### config.mk
export PLATFORM = sky130hd
export DESIGN_NAME = vna_ctrl
export DESIGN_NICKNAME = d
export VERILOG_FILES = /design/src/rtl/vna_pkg.sv /design/src/rtl/vna_ctrl.sv
export SDC_FILE = /design/constraint.sdc
export NUM_CORES = 1
export LEC_CHECK = 0
export BUFFER_PORTS_ARGS = -buffer_cell sky130_fd_sc_hd__buf_4
export CORE_MARGIN = 10
export CORE_UTILIZATION = 35
export CTS_CLUSTER_SIZE = 14
export DETAILED_ROUTE_END_ITERATION = 8
export GPL_TIMING_DRIVEN = 0
export PLACE_DENSITY = 0.64
export SETUP_SLACK_MARGIN = 0.02
export SLEW_MARGIN = 0
export SYNTH_ARGS = -nofsm -noshare
export SYNTH_HDL_FRONTEND = slang
export SYNTH_SLANG_ARGS = --single-unit
### constraint.sdc
create_clock -name clk -period 2.3 [get_ports clk]
set_clock_uncertainty 0.05 [all_clocks]
set_input_delay 0.115 -clock clk [delete_from_list [all_inputs] [get_ports clk]]
set_output_delay 0.115 -clock clk [all_outputs]
set_load 0.02 [all_outputs]
### src/rtl/vna_pkg.sv
// ============================================================================
// vna_pkg - shared types and constants for the vertex normal averager
// Field widths, fixed-point formats, controller/unit states and the command
// and status bundles between controller and datapath.
// ============================================================================
package vna_pkg;

  localparam int VERTEX_SLOTS_DEF = 1024;
  localparam int COUNT_BITS_DEF   = 8;

  localparam int IDX_W     = 10;  // vertex index field
  localparam int IDX_EXT_W = 17;  // holds any slot count up to 65536
  localparam int POS_W     = 16;  // Q3.12 coordinate
  localparam int NRM_W     = 16;  // Q1.14 normal component
  localparam int FRAC_W    = 14;  // fraction bits of 1.0 in Q1.14
  localparam int VEC_W     = 36;  // raw vector fed to the unit-length unit

  typedef enum logic [4:0] {
    C_CLEAR,
    C_IDLE,
    C_CHECK,
    C_RD_A,
    C_RD_B,
    C_RD_C,
    C_EDGE,
    C_PROD,
    C_CROSS,
    C_FGO,
    C_FWAIT,
    C_DEGEN,
    C_CRD,
    C_COUNT,
    C_BMUL,
    C_BADD,
    C_BGO,
    C_BWAIT,
    C_EMIT
  } ctrl_state_t;

  typedef enum logic [2:0] {
    U_IDLE,
    U_NORM,
    U_SQ,
    U_ROOT,
    U_DINIT,
    U_DIV,
    U_DONE
  } unit_state_t;

  typedef enum logic [1:0] {
    SRC_ZERO,
    SRC_FACE,
    SRC_UNIT,
    SRC_OLD
  } src_t;

  typedef struct packed {
    logic       load;
    logic       face_latch;
    logic       clear_step;
    logic       pos_rd;
    logic       save_pa;
    logic       save_pb;
    logic       edge_en;
    logic       prod_en;
    logic       cross_en;
    logic       blend_mul;
    logic       blend_add;
    logic       unit_start;
    logic       face_save;
    logic       corner_rd;
    logic       count_wr;
    logic       nrm_wr;
    logic       nrm_from_unit;
    logic       emit;
    logic       last;
    src_t       src;
    logic [1:0] corner;
  } dp_cmd_t;

  typedef struct packed {
    logic clear_done;
    logic range_ok;
    logic unit_done;
    logic unit_zero;
    logic first_use;
    logic out_free;
  } dp_status_t;

endpackage

### src/rtl/vna_ctrl.sv
// ============================================================================
// vna_ctrl - controller of the vertex normal averager
// Sequences the count clearing sweep, position loads, the face normal and
// the per-corner update, and hands out one result per corner.
// ============================================================================
module vna_ctrl (
  input  logic                 clk,
  input  logic                 rst,
  input  logic                 in_valid,
  input  logic                 kind,
  output logic                 in_stall,
  input  vna_pkg::dp_status_t  status,
  output vna_pkg::dp_cmd_t     cmd
);
  import vna_pkg::*;

  ctrl_state_t state, state_next;
  logic [1:0]  j;
  src_t        src;

  always_comb begin
    state_next = state;
    unique case (state)
      C_CLEAR: if (status.clear_done) state_next = C_IDLE;
      C_IDLE:  if (in_valid && kind) state_next = C_CHECK;
      C_CHECK: state_next = status.range_ok ? C_RD_A : C_DEGEN;
      C_RD_A:  state_next = C_RD_B;
      C_RD_B:  state_next = C_RD_C;
      C_RD_C:  state_next = C_EDGE;
      C_EDGE:  state_next = C_PROD;
      C_PROD:  state_next = C_CROSS;
      C_CROSS: state_next = C_FGO;
      C_FGO:   state_next = C_FWAIT;
      C_FWAIT: begin
        if (status.unit_done) state_next = status.unit_zero ? C_DEGEN : C_CRD;
      end
      C_DEGEN: if (status.out_free && j == 2'd2) state_next = C_IDLE;
      C_CRD:   state_next = C_COUNT;
      C_COUNT: state_next = status.first_use ? C_EMIT : C_BMUL;
      C_BMUL:  state_next = C_BADD;
      C_BADD:  state_next = C_BGO;
      C_BGO:   state_next = C_BWAIT;
      C_BWAIT: if (status.unit_done) state_next = C_EMIT;
      C_EMIT: begin
        if (status.out_free) state_next = (j == 2'd2) ? C_IDLE : C_CRD;
      end
      default: state_next = C_CLEAR;
    endcase
  end

  always_comb begin
    cmd        = '0;
    cmd.corner = j;
    cmd.src    = src;
    cmd.last   = (j == 2'd2);
    in_stall   = (state != C_IDLE);
    unique case (state)
      C_CLEAR: cmd.clear_step = 1'b1;
      C_IDLE: begin
        cmd.load       = in_valid && !kind;
        cmd.face_latch = in_valid && kind;
      end
      C_RD_A: begin
        cmd.pos_rd = 1'b1;
        cmd.corner = 2'd0;
      end
      C_RD_B: begin
        cmd.pos_rd  = 1'b1;
        cmd.corner  = 2'd1;
        cmd.save_pa = 1'b1;
      end
      C_RD_C: begin
        cmd.pos_rd  = 1'b1;
        cmd.corner  = 2'd2;
        cmd.save_pb = 1'b1;
      end
      C_EDGE:  cmd.edge_en = 1'b1;
      C_PROD:  cmd.prod_en = 1'b1;
      C_CROSS: cmd.cross_en = 1'b1;
      C_FGO:   cmd.unit_start = 1'b1;
      C_FWAIT: cmd.face_save = status.unit_done && !status.unit_zero;
      C_DEGEN: begin
        cmd.emit = status.out_free;
        cmd.src  = SRC_ZERO;
      end
      C_CRD: cmd.corner_rd = 1'b1;
      C_COUNT: begin
        cmd.count_wr = 1'b1;
        cmd.nrm_wr   = status.first_use;
      end
      C_BMUL: cmd.blend_mul = 1'b1;
      C_BADD: cmd.blend_add = 1'b1;
      C_BGO:  cmd.unit_start = 1'b1;
      C_BWAIT: begin
        cmd.nrm_wr        = status.unit_done && !status.unit_zero;
        cmd.nrm_from_unit = 1'b1;
      end
      C_EMIT: cmd.emit = status.out_free;
      default: ;
    endcase
  end

  always_ff @(posedge clk) begin
    if (rst) begin
      state <= C_CLEAR;
      j     <= '0;
      src   <= SRC_ZERO;
    end else begin
      state <= state_next;
      if (state == C_IDLE) j <= '0;
      else if (cmd.emit) j <= j + 2'd1;
      if (state == C_COUNT && status.first_use) src <= SRC_FACE;
      else if (state == C_BWAIT && status.unit_done) begin
        src <= status.unit_zero ? SRC_OLD : SRC_UNIT;
      end
    end
  end

endmodule

==> results of run 1 <==
[critical path: cells and delay by family, from the launching register on]
| family | cells | cell delay, ps |
|---|---|---|
| DFF | 1 | 390 |
| and+or+nand+nor | 3 | 1020 |
| buffers and inverters | 2 | 300 |
[final timing paths]
path	start	end	slack (ps)
worst max register to register	state[2]	state[0]	370
worst min register to register	src[1]	src[1]	470
worst min-delay path	status[1]	src[1]	20
worst max-delay path	state[2]	cmd[21]	180
[sequential cells by signal (all words and copies together), names as in the netlist]
| name | cells |
|---|---|
| src | 2 |
| state | 5 |
| j | 2 |
[logic make-up after synthesis]
group | share of synthesized area (%)
muxes | 2.332
adders and majority gates | 1.457
xor gates and xnor gates | 1.021
DFF | 20.99
AOI/OAI and AO/OA | 29.45
buffers and inverters | 6.269
and+or+nand+nor | 38.48
[layout make-up]
type,instances,area (um^2)
fillers,234,1112
multi-input cells,101,626.9
repair buffers,32,240.2
flip-flops and latches,9,180.2
plain buffers,8,36.28
well taps,28,35.03
clock buffers,4,26.28
inverters,5,18.77
[power by group through the flow]
stage               Combinational (mW)  Clock [mW]  Sequential [mW]
CTS                              0.634       0.122            0.213
global placement                 0.635           0            0.218
detailed placement               0.631           0            0.217
global route                     0.710       0.135            0.220
floorplan                        0.444           0            0.205
finish                           0.640       0.115            0.215
[metal layers]
| metal | up-vias | part of all wire (%) | track usage [%] |
|---|---|---|---|
| met5 | - | 0 | 0 |
| met2 | 42 | 46 | 18.75 |
| met4 | 0 | 0 | 2.661 |
| li1 | 529 | - | - |
| met3 | 0 | 6.5 | 2.282 |
| met1 | 491 | 48 | 16.11 |
[metrics by stage]
step	setup slack [ps]	area [um^2]	hold WS, ps
final	183.9	1164	23.56
after global routing	43.99	1164	12.01
after CTS	148.7	1160	12.21
after detailed placement	404.3	1134	281.3
after global placement	386.9	1134	282.3
after floorplan	394.2	858.3	161.6
[cells in the final DEF (no fill, tap or decap), types with 4 or more instances in the layout]
cell / netlist / routed
dfxtp_1: 9 / 9
nand2b_1: 4 / 4
nor2b_1: 5 / 5
inv_1: 5 / 5
buf_4: 0 / 32
a21oi_1: 13 / 13
nor3b_1: 4 / 4
nor3_1: 11 / 11
nor4_1: 4 / 4
nand2_1: 10 / 10
buf_2: 4 / 4
nor2_1: 13 / 12
a211oi_1: 4 / 4
==> flow_summary.json, run 1 <==
{
  "path_class": "flip-flop to primary output",
  "crit_path_end_kind": "primary output",
  "synth.top_cells.by_area": "dfxtp_1, a21oi_1, nor3_1",
  "drtIter0Drc": 58,
  "setup_viol": 0,
  "finalNonFillerCells": 187,
  "gr-total-overflow": 0,
  "antennaDiodeCount": 0,
  "ys_dominant_reg_cell": "dfxtp_1",
  "pwr-share-seq_pct": 22.2,
  "finalHoldViolations": 0,
  "final_util_pct": 51.13,
  "yosysTopAreaCell": "dfxtp_1",
  "switching_share_pct": 49.49,
  "intPower_mw": 0.4902,
  "start_util_pct": 37.71,
  "async_flop_share_pct": 0,
  "p_comb_share_pct": 66.0,
  "gp_congestion": 0.8794,
  "cts_tree": "yes",
  "worst_path_max_delay_cell": "nor3_1",
  "grt_max_degree": 11,
  "pwr_density_cell_nw_per_um2": 834.1,
  "drtPass1Iterations": 4,
  "crit_chain": "or2_1 > buf_2 > nor3_1 > and3_1 > buf_4",
  "nNetsFinal": 171,
  "routedWlPerCell_um": 15.62,
  "status": "completed",
  "grt_pass1_wl_um": 5071,
  "final_layout_size_suffix_gt1_share_pct": 28.30,
  "pin_count": 34,
  "worstMarginPinSlew_ps": 618.8,
  "cp.required_ps": 2130,
  "worstHoldPathType": "input pin to flip-flop",
  "cpPeakStageDelay_ps": 520,
  "ant_nets": 0,
  "cts-resized-gates": 0,
  "synth-edff-count": 0,
  "ys_top_cells_by_count": "a21oi_1, nor2_1, nor3_1",
  "rows": 17,
  "postCtsSetupBuffers": 0,
  "switchingPower_mw": 0.4804,
  "power.total_mw": 0.9706,
  "rsz0062_at_grt": "no",
  "clock_sinks": 9,
  "ys_warn_count": 0,
  "dieArea_um2": 4833,
  "synth_top_cell_area_share_pct": 20.99,
  "clkPwrFrac_pct": 11.9,
  "grt_util_all_layers_pct": 11.92,
  "cts_root_buffer": "clkbuf_4",
  "drv_slew": 0,
  "io_buffers": 32,
  "die_h_um": 69.52,
  "die_w_um": 69.52,
  "hpwl_um": 2402,
  "antenna_found_initial": 0,
  "yosysSeqAreaShare_pct": 20.99,
  "core_area_um2": 2276,
  "hold_buffers": 0,
  "p_leak_nw": 0.4739,
  "vias": 1062,
  "start_kind": "flip-flop",
  "ys_ff_latch": 9,
  "arrival_ps": 1950,
  "synth_cells": 123,
  "dp.cells": 183,
  "clock_path_buffers": 2,
  "syn_to_final_growth_pct": 35.57,
  "drv_cap": 0,
  "fin_crit_ps": 2116,
  "cts.htree.levels": 1,
  "holdPathStages": 2,
  "slew_headroom_pct": 58.43,
  "crit_fanout": 7,
  "netlist_area_um2": 858.3,
  "fin_crit_sh_pct": 92.00,
  "grt_pass1_vias": 1007,
  "totalWireLength_um": 2921,
  "cts.clk_slew.worst_paths_ps": 60,
  "clock_latency_ps": 250,
  "avgSynthCellArea_um2": 6.978,
  "viasPerCell": 5.679,
  "syn_nets": 134,
  "numCtsBuffers": 3,
  "ir_drop_uv": 559.7,
  "final.setup.tns_ps": 0,
  "max_freq_mhz": 472.6,
  "r2r_cells": 6,
  "ys_types": 37,
  "remaining_drc_errors": 0
}
Note: power is estimated with default switching activity, not from simulation.
==> run 2: changes to the inputs <==
--- a/config.mk
+++ b/config.mk
@@ -5,13 +5,14 @@
 export SDC_FILE = /design/constraint.sdc
 export NUM_CORES = 1
 export LEC_CHECK = 0
+export ABC_AREA = 1
 export BUFFER_PORTS_ARGS = -buffer_cell sky130_fd_sc_hd__buf_4
 export CORE_MARGIN = 10
 export CORE_UTILIZATION = 35
 export CTS_CLUSTER_SIZE = 14
 export DETAILED_ROUTE_END_ITERATION = 8
 export GPL_TIMING_DRIVEN = 0
-export PLACE_DENSITY = 0.64
+export PLACE_DENSITY = 0.63
 export SETUP_SLACK_MARGIN = 0.02
 export SLEW_MARGIN = 0
 export SYNTH_ARGS = -nofsm -noshare
==> run 2 against run 1 <==
Combinational power rose by 40%; synthesized cell count rose by 30%; non-clock buffer count fell by 3; maximum frequency rose by 15%; critical endpoint is now cmd[5]; setup slack improved by 280 ps; register-to-register slack improved by 310 ps; critical path type unchanged; global-route usage fell by 0.44 points; critical path depth rose by 2.
==> flow_summary.json, run 2 <==
{
  "routedWlPerCell_um": 13.09,
  "cts.clk_slew.worst_paths_ps": 60,
  "ant_nets": 0,
  "path_class": "flip-flop to primary output",
  "status": "completed",
  "holdPathStages": 4,
  "synth_cells": 160,
  "synth_top_cell_area_share_pct": 19.41,
  "worstMarginPinSlew_ps": 421.3,
  "grt_pass1_vias": 1160,
  "rsz0062_at_grt": "no",
  "crit_path_end_kind": "primary output",
  "yosysSeqAreaShare_pct": 19.41,
  "ys_top_cells_by_count": "nand2_1, nor2_1, inv_1",
  "hpwl_um": 2535,
  "ys_types": 25,
  "cpPeakStageDelay_ps": 530,
  "drtPass1Iterations": 4,
  "final.setup.tns_ps": 0,
  "drv_cap": 0,
  "netlist_area_um2": 928.4,
  "postCtsSetupBuffers": 0,
  "clock_path_buffers": 2,
  "finalWorstSetupSlack_ps": 464.9,
  "final_util_pct": 50.40,
  "antennaDiodeCount": 0,
  "antenna_found_initial": 0,
  "arrival_ps": 1670,
  "cts_root_buffer": "clkbuf_4",
  "rows": 18,
  "ys_warn_count": 0,
  "setup_viol": 0,
  "reg2reg_slack_ps": 680,
  "core_area_um2": 2500,
  "worstHoldPathType": "input pin to flip-flop",
  "cts_tree": "yes",
  "hp-start": "status[0]",
  "dp_slack_ps": 705.9,
  "holdWs_ps": 194.6,
  "cts.htree.levels": 1,
  "ys_dominant_reg_cell": "dfxtp_1",
  "crit_fanout": 8,
  "start_util_pct": 37.14,
  "p_leak_nw": 0.7050,
  "max_freq_mhz": 544.9,
  "fin_crit_ps": 1835,
  "syn_nets": 171,
  "cts-resized-gates": 0,
  "io_buffers": 33,
  "final_layout_size_suffix_gt1_share_pct": 30.15,
  "finalHoldViolations": 0,
  "crit_chain": "inv_2 > nor2_4 > nand3_1 > nand2_1 > nand2_1 > clkinv_2 > buf_4",
  "grt_util_all_layers_pct": 11.48,
  "avgSynthCellArea_um2": 5.802,
  "largest_register_ff_count": 5,
  "totalWireLength_um": 2997,
  "synth-edff-count": 0,
  "numCtsBuffers": 3,
  "dieArea_um2": 5112,
  "syn_to_final_growth_pct": 35.71,
  "grt_pass1_wl_um": 5023,
  "die_h_um": 71.50,
  "nNetsFinal": 211,
  "yosysTopAreaCell": "dfxtp_1",
  "cp_common_cell": "nand2_1",
  "viasPerCell": 4.913,
  "worst_path_max_delay_cell": "dfxtp_1",
  "gr-total-overflow": 0,
  "cp.required_ps": 2130,
  "slew_headroom_pct": 71.81,
  "gp_congestion": 0.8958,
  "top_register": "state",
  "remaining_drc_errors": 0,
  "r2r_end": "state[3]",
  "synth.top_cells.by_area": "dfxtp_1, nand2_1, nor2_1",
  "r2r_cells": 11,
  "clock_sinks": 9,
  "die_w_um": 71.50,
  "dp.cells": 223,
  "start_kind": "flip-flop",
  "vias": 1125,
  "layout_commonest_cell": "nand2_1",
  "async_flop_share_pct": 0,
  "finalNonFillerCells": 229,
  "drv_slew": 0,
  "fin_crit_sh_pct": 79.79,
  "ir_drop_uv": 661.3,
  "pwr_density_cell_nw_per_um2": 994.4,
  "pin_count": 34,
  "r2r_start": "state[4]",
  "ys_ff_latch": 9,
  "grt_max_degree": 10,
  "clock_latency_ps": 270,
  "drtIter0Drc": 48,
  "reg_top3": "state (5), j (2), src (2)",
  "layout_common_cells": "nand2_1, buf_4, nor2_1",
  "min_to": "j[0]",
  "yosys.cell_count.top_type": "nand2_1"
}
run 2: worst max-delay path: cells and delay by family (launching register included):
kind | cells | cell delay [ps]
DFF | 1 | 530
and+or+nand+nor | 4 | 530
buffers and inverters | 3 | 360
run 2: layout make-up:
cell class / count / area (um^2)
buffer: 2 / 18.77
inverter: 30 / 116.4
timing repair buffer: 35 / 267.8
multi-input combinational: 119 / 613.1
sequential: 9 / 180.2
tap: 30 / 37.54
fill: 280 / 1240
clock buffer: 4 / 26.28
run 2: worst max path at each step:
stage                   from       end  slack [ps]  depth (start not counted)
global route        state[2]    cmd[7]         340                          7
CTS                 state[2]   cmd[22]         470                          6
finish              state[1]    cmd[5]         460                          7
global placement    state[4]  state[1]         700                         11
detailed placement  state[1]  state[3]         710                          9
floorplan           state[1]    cmd[0]         540                          6
run 2: power by group:
part | internal, mW | leakage [nW] | switching [mW]
registers | 0.192 | 0.0734 | 0.0372
clock network | 0.0671 | 0.0150 | 0.0620
logic | 0.314 | 0.617 | 0.581
run 2: layer usage:
metal | GRT usage, % | vias to the layer above | wire length, um
met5 | 0 | - | 0
met4 | 1.720 | 0 | 34
met3 | 5.647 | 5 | 262
met2 | 19.41 | 36 | 1424
met1 | 12.89 | 501 | 1276
li1 | - | 583 | -
run 2: repair_timing:
| item | CTS | global route |
|---|---|---|
| hold buffers | 2 | 0 |
| hold endpoints to repair | 4 | 0 |
| endpoints found under the setup margin | 0 | 0 |
run 2: stage by stage:
stage / instance area (um^2) / power, mW
3_5_place_dp: 1214 / 1.130
6_report: 1260 / 1.253
4_1_cts: 1260 / 1.265
2_1_floorplan: 928.4 / 0.8847
3_3_place_gp: 1214 / 1.118
5_1_grt: 1260 / 1.377
run 2: kinds of logic (layout without fill, tap and decap cells):
group	after synthesis	in the layout	share of synthesized area, %
AOI/OAI and AO/OA	17	17	10.11
adders and majority gates	1	1	1.347
buffers and inverters	32	71	14.56
DFF	9	9	19.41
and+or+nand+nor	101	101	54.58
